File: config.mk
export PLATFORM = sky130hd
export DESIGN_NAME = free_slot_rect_placer_top
export DESIGN_NICKNAME = d
export VERILOG_FILES = /design/src/rtl/fsrp_pkg.sv /design/src/rtl/fsrp_ram.sv /design/src/rtl/free_slot_rect_placer_top.sv
export SDC_FILE = /design/constraint.sdc
export NUM_CORES = 2
export LEC_CHECK = 0
export BUFFER_PORTS_ARGS = -buffer_cell sky130_fd_sc_hd__buf_2
export CAP_MARGIN = 30
export CORE_ASPECT_RATIO = 1.25
export CORE_UTILIZATION = 50
export DETAILED_ROUTE_END_ITERATION = 7
export HOLD_SLACK_MARGIN = 0.08
export PLACE_DENSITY = 0.66
export SLEW_MARGIN = 5
export SYNTH_ARGS = -nofsm -noshare
export SYNTH_HDL_FRONTEND = slang
export SYNTH_SLANG_ARGS = --single-unit
File: constraint.sdc
create_clock -name clk -period 6.5 [get_ports clk]
set_clock_uncertainty 0.15 [all_clocks]
set_input_delay 0.325 -clock clk [delete_from_list [all_inputs] [get_ports clk]]
set_output_delay 0.325 -clock clk [all_outputs]
set_load 0.005 [all_outputs]
File: src/rtl/fsrp_pkg.sv
// Shared types and constants for the free slot rectangle placer.
package fsrp_pkg;

  localparam int MAX_RECTS = 32;
  localparam int IDX_W     = (MAX_RECTS > 1) ? $clog2(MAX_RECTS) : 1;

  // One obstacle entry as stored in the table RAM: {left, top, width, height}.
  localparam int POS_W = 13;
  localparam int LEN_W = 12;
  localparam int ENT_W = 2 * POS_W + 2 * LEN_W;

  // Working width for coordinate sums and compares.
  localparam int CRD_W = 16;
  localparam logic signed [CRD_W-1:0] PLACE_MARGIN = 16'sd5;
  localparam logic signed [CRD_W-1:0] PLACE_STEP   = 16'sd10;

  typedef struct packed {
    logic signed [POS_W-1:0] left;
    logic signed [POS_W-1:0] top;
    logic [LEN_W-1:0]        width;
    logic [LEN_W-1:0]        height;
  } fsrp_entry_t;

  typedef enum logic [3:0] {
    ST_IDLE = 4'b0001,
    ST_COND = 4'b0010,
    ST_SCAN = 4'b0100,
    ST_FIN  = 4'b1000
  } fsrp_state_t;

  typedef enum logic {
    EDGE_RIGHT  = 1'b0,
    EDGE_BOTTOM = 1'b1
  } fsrp_edge_t;

  localparam logic FUNC_WRITE = 1'b0;
  localparam logic FUNC_PLACE = 1'b1;

  localparam logic REG_DISPLAY_WIDTH  = 1'b0;
  localparam logic REG_DISPLAY_HEIGHT = 1'b1;

endpackage

File: src/rtl/fsrp_ram.sv
// Generic single write port RAM with registered read.
module fsrp_ram #(
  parameter int WIDTH = 8,
  parameter int DEPTH = 16
) (
  input  logic                                         clk,
  input  logic                                         we,
  input  logic [((DEPTH > 1) ? $clog2(DEPTH) : 1)-1:0] waddr,
  input  logic [WIDTH-1:0]                             wdata,
  input  logic [((DEPTH > 1) ? $clog2(DEPTH) : 1)-1:0] raddr,
  output logic [WIDTH-1:0]                             rdata
);

  logic [WIDTH-1:0] mem [DEPTH];

  always_ff @(posedge clk) begin
    if (we) begin
      mem[waddr] <= wdata;
    end
    rdata <= mem[raddr];
  end

endmodule

File: src/rtl/free_slot_rect_placer_top.sv
// Top level of the free slot rectangle placer: obstacle table and edge search sequencer.
//
//  channel  direction  handshake             payload
//  in       input      in_valid / in_ready   func slot obs_* want_w want_h default_x default_y
//  out      output     out_valid / out_ready place_x place_y found
//  cfg      input      cfg_valid / cfg_ready cfg_index cfg_data
//
// A write item goes from idle to the finish state. A place item runs, for every candidate
// tried, a range test and a table scan over up to MAX_RECTS entries, plus one more range test
// for each edge that runs out; the scan reads one table entry a cycle through the RAM read
// port and tests it in one compare unit.
// Reset sets the display size to 1024 by 768 and clears the live bits and all control state.
// A finished item waits in its last state while the output register holds an untaken result;
// in_ready is high whenever the sequencer is idle, also while out_valid is stalled.
// cfg_ready is always high.
module free_slot_rect_placer_top
  import fsrp_pkg::*;
(
  input  logic                    clk,
  input  logic                    rst,
  input  logic                    in_valid,
  output logic                    in_ready,
  input  logic                    func,
  input  logic [4:0]              slot,
  input  logic signed [POS_W-1:0] obs_x,
  input  logic signed [POS_W-1:0] obs_y,
  input  logic [LEN_W-1:0]        obs_w,
  input  logic [LEN_W-1:0]        obs_h,
  input  logic                    obs_valid,
  input  logic [LEN_W-1:0]        want_w,
  input  logic [LEN_W-1:0]        want_h,
  input  logic signed [POS_W-1:0] default_x,
  input  logic signed [POS_W-1:0] default_y,
  output logic                    out_valid,
  input  logic                    out_ready,
  output logic signed [POS_W-1:0] place_x,
  output logic signed [POS_W-1:0] place_y,
  output logic                    found,
  input  logic                    cfg_valid,
  output logic                    cfg_ready,
  input  logic                    cfg_index,
  input  logic [LEN_W-1:0]        cfg_data
);

  fsrp_state_t state, state_next;
  fsrp_edge_t  phase, phase_next;

  logic [LEN_W-1:0] dw, dh;
  logic [MAX_RECTS-1:0] live;

  logic signed [CRD_W-1:0] x, x_next, y, y_next;
  logic signed [CRD_W-1:0] ylim, ylim_next, xstart, xstart_next;
  logic [LEN_W-1:0]        want_w_q, want_w_next, want_h_q, want_h_next;
  logic signed [POS_W-1:0] def_x, def_x_next, def_y, def_y_next;
  logic [IDX_W-1:0]        rd_idx, rd_idx_next, cmp_idx, cmp_idx_next;
  logic                    issue_done, issue_done_next, cmp_vld, cmp_vld_next;
  logic signed [POS_W-1:0] res_x, res_x_next, res_y, res_y_next;
  logic                    res_found, res_found_next;

  logic              accept, wr_en, load_out;
  logic [IDX_W-1:0]  wr_idx;
  fsrp_entry_t       wr_ent, rd_ent;
  logic [ENT_W-1:0]  rd_raw;

  localparam logic [IDX_W-1:0] LAST_IDX = IDX_W'(MAX_RECTS - 1);

  assign in_ready  = (state == ST_IDLE);
  assign cfg_ready = 1'b1;
  assign accept    = in_valid && in_ready;
  assign wr_en     = accept && (func == FUNC_WRITE) && (32'(slot) < MAX_RECTS);
  assign wr_idx    = IDX_W'(slot);
  assign load_out  = (state == ST_FIN) && (!out_valid || out_ready);

  assign wr_ent.left   = obs_x;
  assign wr_ent.top    = obs_y;
  assign wr_ent.width  = obs_w;
  assign wr_ent.height = obs_h;

  fsrp_ram #(
    .WIDTH(ENT_W),
    .DEPTH(MAX_RECTS)
  ) u_table (
    .clk  (clk),
    .we   (wr_en),
    .waddr(wr_idx),
    .wdata(wr_ent),
    .raddr(rd_idx),
    .rdata(rd_raw)
  );

  assign rd_ent = fsrp_entry_t'(rd_raw);

  // Overlap of the candidate box with the entry read last cycle, grown by the margin.
  logic signed [CRD_W-1:0] ent_l, ent_t, l_m, r_p, t_m, b_p, xw, yh;
  logic hit;

  always_comb begin
    ent_l = {{(CRD_W-POS_W){rd_ent.left[POS_W-1]}}, rd_ent.left};
    ent_t = {{(CRD_W-POS_W){rd_ent.top[POS_W-1]}}, rd_ent.top};
    l_m   = ent_l - PLACE_MARGIN;
    r_p   = ent_l + {{(CRD_W-LEN_W){1'b0}}, rd_ent.width} + PLACE_MARGIN;
    t_m   = ent_t - PLACE_MARGIN;
    b_p   = ent_t + {{(CRD_W-LEN_W){1'b0}}, rd_ent.height} + PLACE_MARGIN;
    xw    = x + {{(CRD_W-LEN_W){1'b0}}, want_w_q};
    yh    = y + {{(CRD_W-LEN_W){1'b0}}, want_h_q};
    hit   = live[cmp_idx] && (l_m < xw) && (r_p > x) && (t_m < yh) && (b_p > y);
  end

  always_comb begin
    state_next      = state;
    phase_next      = phase;
    x_next          = x;
    y_next          = y;
    ylim_next       = ylim;
    xstart_next     = xstart;
    want_w_next     = want_w_q;
    want_h_next     = want_h_q;
    def_x_next      = def_x;
    def_y_next      = def_y;
    rd_idx_next     = rd_idx;
    issue_done_next = issue_done;
    cmp_vld_next    = 1'b0;
    cmp_idx_next    = cmp_idx;
    res_x_next      = res_x;
    res_y_next      = res_y;
    res_found_next  = res_found;

    case (state)
      ST_IDLE: begin
        if (accept) begin
          if (func == FUNC_PLACE) begin
            want_w_next = want_w;
            want_h_next = want_h;
            def_x_next  = default_x;
            def_y_next  = default_y;
            xstart_next = {{(CRD_W-LEN_W){1'b0}}, dw} - {{(CRD_W-LEN_W){1'b0}}, want_w};
            x_next      = {{(CRD_W-LEN_W){1'b0}}, dw} - {{(CRD_W-LEN_W){1'b0}}, want_w};
            ylim_next   = {{(CRD_W-LEN_W){1'b0}}, dh} - {{(CRD_W-LEN_W){1'b0}}, want_h};
            y_next      = '0;
            phase_next  = EDGE_RIGHT;
            state_next  = ST_COND;
          end else begin
            res_x_next     = '0;
            res_y_next     = '0;
            res_found_next = 1'b0;
            state_next     = ST_FIN;
          end
        end
      end
      ST_COND: begin
        rd_idx_next     = '0;
        issue_done_next = 1'b0;
        if (phase == EDGE_RIGHT) begin
          if (y < ylim) begin
            state_next = ST_SCAN;
          end else begin
            // Right edge exhausted: move to the bottom edge.
            phase_next = EDGE_BOTTOM;
            y_next     = ylim;
            x_next     = xstart;
          end
        end else begin
          if (x > 0) begin
            state_next = ST_SCAN;
          end else begin
            res_x_next     = def_x;
            res_y_next     = def_y;
            res_found_next = 1'b0;
            state_next     = ST_FIN;
          end
        end
      end
      ST_SCAN: begin
        // Issue one table read a cycle; test the entry read last cycle.
        if (!issue_done) begin
          cmp_vld_next = 1'b1;
          cmp_idx_next = rd_idx;
          if (rd_idx == LAST_IDX) begin
            issue_done_next = 1'b1;
          end else begin
            rd_idx_next = rd_idx + IDX_W'(1);
          end
        end
        if (cmp_vld) begin
          if (hit) begin
            cmp_vld_next = 1'b0;
            if (phase == EDGE_RIGHT) begin
              y_next = y + PLACE_STEP;
            end else begin
              x_next = x - PLACE_STEP;
            end
            state_next = ST_COND;
          end else if (cmp_idx == LAST_IDX) begin
            cmp_vld_next   = 1'b0;
            res_x_next     = x[POS_W-1:0];
            res_y_next     = y[POS_W-1:0];
            res_found_next = 1'b1;
            state_next     = ST_FIN;
          end
        end
      end
      ST_FIN: begin
        if (load_out) begin
          state_next = ST_IDLE;
        end
      end
      default: begin
        state_next = ST_IDLE;
      end
    endcase
  end

  always_ff @(posedge clk) begin
    if (rst) begin
      state      <= ST_IDLE;
      phase      <= EDGE_RIGHT;
      cmp_vld    <= 1'b0;
      issue_done <= 1'b0;
      rd_idx     <= '0;
    end else begin
      state      <= state_next;
      phase      <= phase_next;
      cmp_vld    <= cmp_vld_next;
      issue_done <= issue_done_next;
      rd_idx     <= rd_idx_next;
    end
  end

  always_ff @(posedge clk) begin
    x         <= x_next;
    y         <= y_next;
    ylim      <= ylim_next;
    xstart    <= xstart_next;
    want_w_q  <= want_w_next;
    want_h_q  <= want_h_next;
    def_x     <= def_x_next;
    def_y     <= def_y_next;
    cmp_idx   <= cmp_idx_next;
    res_x     <= res_x_next;
    res_y     <= res_y_next;
    res_found <= res_found_next;
  end

  always_ff @(posedge clk) begin
    if (rst) begin
      live <= '0;
    end else if (wr_en) begin
      live[wr_idx] <= obs_valid;
    end
  end

  always_ff @(posedge clk) begin
    if (rst) begin
      dw <= 12'd1024;
      dh <= 12'd768;
    end else if (cfg_valid && cfg_ready) begin
      case (cfg_index)
        REG_DISPLAY_WIDTH:  dw <= cfg_data;
        REG_DISPLAY_HEIGHT: dh <= cfg_data;
        default: begin
        end
      endcase
    end
  end

  // Hold the result until the output transfer completes.
  always_ff @(posedge clk) begin
    if (rst) begin
      out_valid <= 1'b0;
    end else if (load_out) begin
      out_valid <= 1'b1;
    end else if (out_ready) begin
      out_valid <= 1'b0;
    end
  end

  always_ff @(posedge clk) begin
    if (load_out) begin
      place_x <= res_x;
      place_y <= res_y;
      found   <= res_found;
    end
  end

`ifndef SYNTHESIS
  a_busy_after_accept: assert property (@(posedge clk) disable iff (rst)
    accept |=> !in_ready)
    else $error("input accepted again before the item finished");

  a_load_sets_valid: assert property (@(posedge clk) disable iff (rst)
    load_out |=> out_valid)
    else $error("finished result not presented");

  a_cmp_only_in_scan: assert property (@(posedge clk) disable iff (rst)
    cmp_vld |-> (state == ST_SCAN) && ($past(state) == ST_SCAN))
    else $error("table compare outside scan");
`endif

endmodule

# Word-level counts from Yosys, hierarchy flattened
# Memory sizes are Yosys's and may differ from the RTL's. A register that Yosys moved wholly into a read port is not among the register bits.
# Index checks and enable logic that the tools add are counted.
# classes
n_reduce_logical	25
add_sub_neg	13
eq_ne	24
n_lt_le_gt_ge	9
n_bitwise	4
n_mux	72
# op_table
operator	count
$mux 16	14
$mux 13	12
$pmux 16 s3	2
$pmux 13 s3	2
$mux 4	9
$add 16x12->16	2
$bwmux 32	1
$gt 15x16->1	2
$lt 14x16->1	2
$add 14x4->15 const B	2
$add 13x13->14	2
$ne 2x2->1 const B	14
$sub 13x4->14 const B	2
$sub 12x12->13	2
$reduce_and 8->1	3
$mux 1	23
$add 16x5->16 const B	1
$gt 16x1->1 const B	1
$lt 16x16->1	1
$pmux 4 s4	1
$sub 16x5->16 const B	1
$lt 5x6->1 const B	2
$eq 5x5->1 const B	2
$mux 5	2
other kinds (23)	42
# word_totals
elab_cells	172
register_bits	242
ram_bits	1600
n_memories	1
# memory_table
name	words	word_bits	rd	rd_ports_with_merged_regs	write_ports	line_no	rtl
u_table.mem	32	50	1	1	1	fsrp_ram.sv:14	logic [WIDTH-1:0] mem [DEPTH];

# Longest topological paths before layout
# depth
ltp_word	9
depth_mapped	22
depth_no_buf	22

# By module
# A second synthesis with hierarchy kept.
# hier_totals
hier_cells	5013
hier_area_um2	78241.3
# by_module_without_submodules
mod	n_inst	area_each_um2	cells_each
fsrp_ram	1	63248.2	3504
free_slot_rect_placer_top	1	14993.1	1509

# Worst setup path after synthesis
# No wires, ideal clock.
# synth_timing
path_kind	reg2reg
from	reg u_table.rdata[25], read port of u_table.mem
to	reg res_found, enable pin
slack_ns	0.708
setup_time_ns	0.411
path_stages_with_launch	21
n_path_buf	0
t_arrival_ns	5.231
period_less_slack_ns	5.792
cell_sequence	dfxtp_1 -> ha_1 -> ha_1 -> fa_1 -> a21o_1 -> a21oi_1 -> nor2b_1 -> o211ai_1 -> nand2_1 -> a41o_1 -> o41ai_1 -> xnor2_1 -> ha_1 -> a21o_1 -> a21oi_1 -> or4b_1 -> o31ai_1 -> nor4_2 -> o211ai_2 -> a21oi_1 -> nor2_1
# synth_between
elab_chain_len	6
# synth_rtl
element	line_no	rtl
from (decl)	fsrp_ram.sv:11	output logic [WIDTH-1:0] rdata
$add 13x13->14 / $sub 13x4->14 (equally long branches)	free_slot_rect_placer_top.sv:103, free_slot_rect_placer_top.sv:102	
$add 14x4->15 / $lt 14x16->1 (equally long branches)	free_slot_rect_placer_top.sv:103, free_slot_rect_placer_top.sv:106	
$gt 15x16->1 / $logic_and 1x1->1 (equally long branches)	free_slot_rect_placer_top.sv:106	hit = live[cmp_idx] && (l_m < xw) && (r_p > x) && (t_m < yh) && (b_p > y);
$logic_and 1x1->1 *	free_slot_rect_placer_top.sv:106	
$ne 2x2->1 (no source line) *	-	
$reduce_and 8->1 (no source line) *	-	
to (signal assigned)	free_slot_rect_placer_top.sv:241	res_found <= res_found_next;
to (decl)	free_slot_rect_placer_top.sv:58	logic res_found, res_found_next;
# Every way passes the cells marked *; elsewhere a longest branch is shown, timed or not.
# A chain may end at the register's enable or synchronous reset.

# Worst setup path after layout
# layout_timing
from	reg u_table.rdata[39], read port of u_table.mem
to	reg y[15], enable pin
# layout_between
elab_chain_len	8
# layout_rtl
element	line_no	rtl
$add 13x13->14 / $sub 13x4->14 (equally long branches)	free_slot_rect_placer_top.sv:101, free_slot_rect_placer_top.sv:100	
$add 14x4->15 / $lt 14x16->1 (equally long branches)	free_slot_rect_placer_top.sv:101, free_slot_rect_placer_top.sv:106	
$gt 15x16->1 / $logic_and 1x1->1 (equally long branches)	free_slot_rect_placer_top.sv:106	
$logic_and 1x1->1 * (3 in a row)	free_slot_rect_placer_top.sv:106	
$ne 2x2->1 (no source line) *	-	
$reduce_and 8->1 (no source line) *	-	
to (signal assigned)	free_slot_rect_placer_top.sv:231	y <= y_next;
to (decl)	free_slot_rect_placer_top.sv:51	logic signed [CRD_W-1:0] x, x_next, y, y_next;
# Marked as above.

==> results.cfg <==
[status]
status = finished with violations
violations = design-rule violations

[synthesis]
async_flop_share_pct = 0
synth_area_leader_cell = edfxtp_1
syn_area_um2 = 76400
avgSynthCellArea_um2 = 19.8
synth-edff-count = 1767
synthFlopType = edfxtp_1
ys_seq_area_share_pct = 72.6
ys_ff_latch = 1886
yosys.area.top_type_share_pct = 69.5
ys.warnings.count = 0
synth.distinct_cells = 74
synth.most_common_cell = edfxtp_1
postSynthCellCount = 3854
syn-num-nets = 4166
ys_top_cells_by_area = edfxtp_1 69%, mux4_2 15%, dfxtp_1 3.1%, ha_1 3.0%, xnor2_1 1.0%
synth_common_cells = 1767 x edfxtp_1, 505 x mux4_2, 181 x ha_1

[timing]
setup_ws_ps = 662
fin_crit_sh_pct = 89.8
finalHoldViolCount = 0
maxSlewViolCount = 0
setup_tns_ps = 0
slew_headroom_pct = 31.1
rsz0062_at_grt = no
worst_pin_slew_ps = 1030
fmax_mhz = 171
fin_crit_ps = 5840
setup_viol = 0

[grt]
grt_pass1_wl_mm = 269
grt_max_degree = 130
antenna_found_initial = 19
grt_pass1_vias = 39600
grtUsageTotal_pct = 24.6
gr-total-overflow = 0

[floorplanning]
io_pins = 155
start_util_pct = 50.3
die_x_um = 352
die_h_um = 439
die_area_um2 = 154000
core_um2 = 152000
rows = 160

[clocking]
clockBufferDepth = 3
cts_setup_buffers = 0
numClockSinks = 1886
clkTransAtPathRegs_ps = 60
clk_latency_ps = 830
htree_num_levels = 4
cts_tree = built
numCtsBuffers = 174
cts_resized = 0
cts-root-buf = clkbuf_16

[critical_path]
critPathCaptureType = flop
cp_max_fo = 15
arrival_ps = 6130
crit_type = flop to flop
cp.required_ps = 6800
start_kind = flop

[finish]
area.growth.synth_to_final_pct = 14.6
nets = 4613
drive_gt1_share_pct = 24.7

[min_path]
hold_path.class = input pin to flop

[detailed_routing]
drt_iter0_markers = 4262
antenna_left = 0
num_vias = 38700
wl_mm = 187
route.detailed.drc = 2
wl_per_cell_um = 28.9
viasPerCell = 5.98
dr.pass1.iters = 7

[power]
pwr-share-seq_pct = 52.6
net-switching-power_uw = 6440
sw_frac_of_total_pct = 24.1
p_int_uw = 20300
pwr-share-comb_pct = 10.9
power_density_nw_per_um2 = 306
p_clk_share_pct = 36.6
peakVddDrop_mv = 0.252
total_leakage_power_uw = 0.0280

[flow_run]
cap_violations = 0

[place]
preCtsSetupSlack_ps = 730
place_hpwl_mm = 106
globalplace.congestion = 0.839
io_buffers = 153
==> worst max-delay path, stage by stage, from the launching register on <==
cell	delay [ps]
dfxtp_1	380
inv_1	60
ha_1	260
inv_1	60
ha_1	270
a21o_1	160
a21oi_1	210
o21ai_0	170
o41ai_1	570
o2111ai_1	220
a21o_1	230
a21oi_1	190
xnor2_1	120
ha_1	320
nand3_1	80
nor4_1	420
a21boi_0	230
a2111oi_0	110
nor4_2	310
o211ai_2	170
nor2_1	220
a21o_1	540
==> cell type report <==
cell class,instances,area (µm²)
Sequential cell,1886,55500
Inverter,121,454
Multi-Input combinational cell,1684,20100
Clock buffer,225,4640
Clock inverter,95,748
Antenna cell,5,12.5
Fill cell,11100,64400
Timing Repair Buffer,434,3600
Tap cell,2025,2530
==> flip-flops by register name, summed over array words and instances (netlist names), 4 cells and up <==
name and flops:
res_y 13, x 16, dw 12, ylim 13
def_x 13, def_y 13, want_w_q 12, xstart 13
u_table.mem 1600, res_x 13, u_table.rdata 50, place_x 13
cmp_idx 5, state 4, dh 12, y 16
place_y 13, live 32, rd_idx 5, want_h_q 12
==> path summary, 6_finish.rpt <==
kind / startpoint / end / slack, ps / cells past startpoint
worst min register to register: res_x[7] / place_x[7] / 270 / 0
worst max-delay path: u_table.rdata[39] / y[15] / 660 / 21
worst max register to register: u_table.rdata[39] / y[15] / 660 / 21
worst min-delay path: default_y[0] / def_y[0] / 150 / 2
==> logic make-up after synthesis <==
logic type | Yosys count | synth area share, %
adder cells (fa/ha/maj) | 187 | 3.12
other | 1 | 0.00491
buffers and inverters | 284 | 1.48
AO/OA/AOI/OAI | 349 | 2.85
AND/OR/NAND/NOR | 468 | 2.86
multiplexers | 562 | 15.7
XOR/XNOR | 117 | 1.34
flip-flops | 1886 | 72.6
==> power by group through the flow <==
stage	sequential, µW	combinational [µW]	clock, µW
6_report	14100	2910	9780
5_1_grt	14100	3260	10300
3_3_place_gp	14300	2770	0
2_1_floorplan	14200	1910	0
4_1_cts	14100	2930	9920
3_5_place_dp	14300	2820	0
==> stage by stage <==
| stage | hold slack [ps] | total power (µW) | cell area (µm²) | cells | util [%] |
|---|---|---|---|---|---|
| after floorplan | 250 | 16100 | 76400 | 3854 | - |
| after global placement | 251 | 17100 | 80000 | 5953 | 52.7 |
| after detailed placement | 255 | 17100 | 80200 | 5965 | 52.8 |
| after CTS | 82.7 | 26900 | 87500 | 6470 | 57.6 |
| after global routing | 126 | 27700 | 87500 | 6474 | 57.6 |
| final | 147 | 26800 | 87500 | 6475 | 57.6 |
==> layer usage <==
layer	routed length, µm	track usage [%]
met1	73700	32.3
met2	94400	41.0
met3	12900	4.48
met4	6220	8.89
met5	122	0
==> repair_timing <==
item                                    in CTS  in global routing
endpoints found under the setup margin       0                  0
hold buffers                               185                  0
endpoints found under the hold margin     1789                  0
==> cells in the final DEF, fill, tap and decap left out, types with 12 or more instances in the layout <==
master,count
clkbuf_16,176
nand2_1,173
nor2b_1,15
a21o_1,22
buf_12,17
inv_1,121
buf_4,76
o211ai_1,12
nand2b_1,13
dlygate4sd3_1,185
buf_2,153
clkbuf_1,44
nor3_1,46
dfxtp_1,114
nand3b_1,14
edfxtp_1,1767
nand4_1,19
a21oi_1,108
xnor2_1,87
o21ai_0,92
nor2_4,32
mux4_2,505
o22ai_1,13
nor2_1,80
clkinv_1,36
xor2_1,30
ha_1,181
mux2_2,50
nand3_1,24
clkinv_2,33
(Power assumes the default switching activity.)
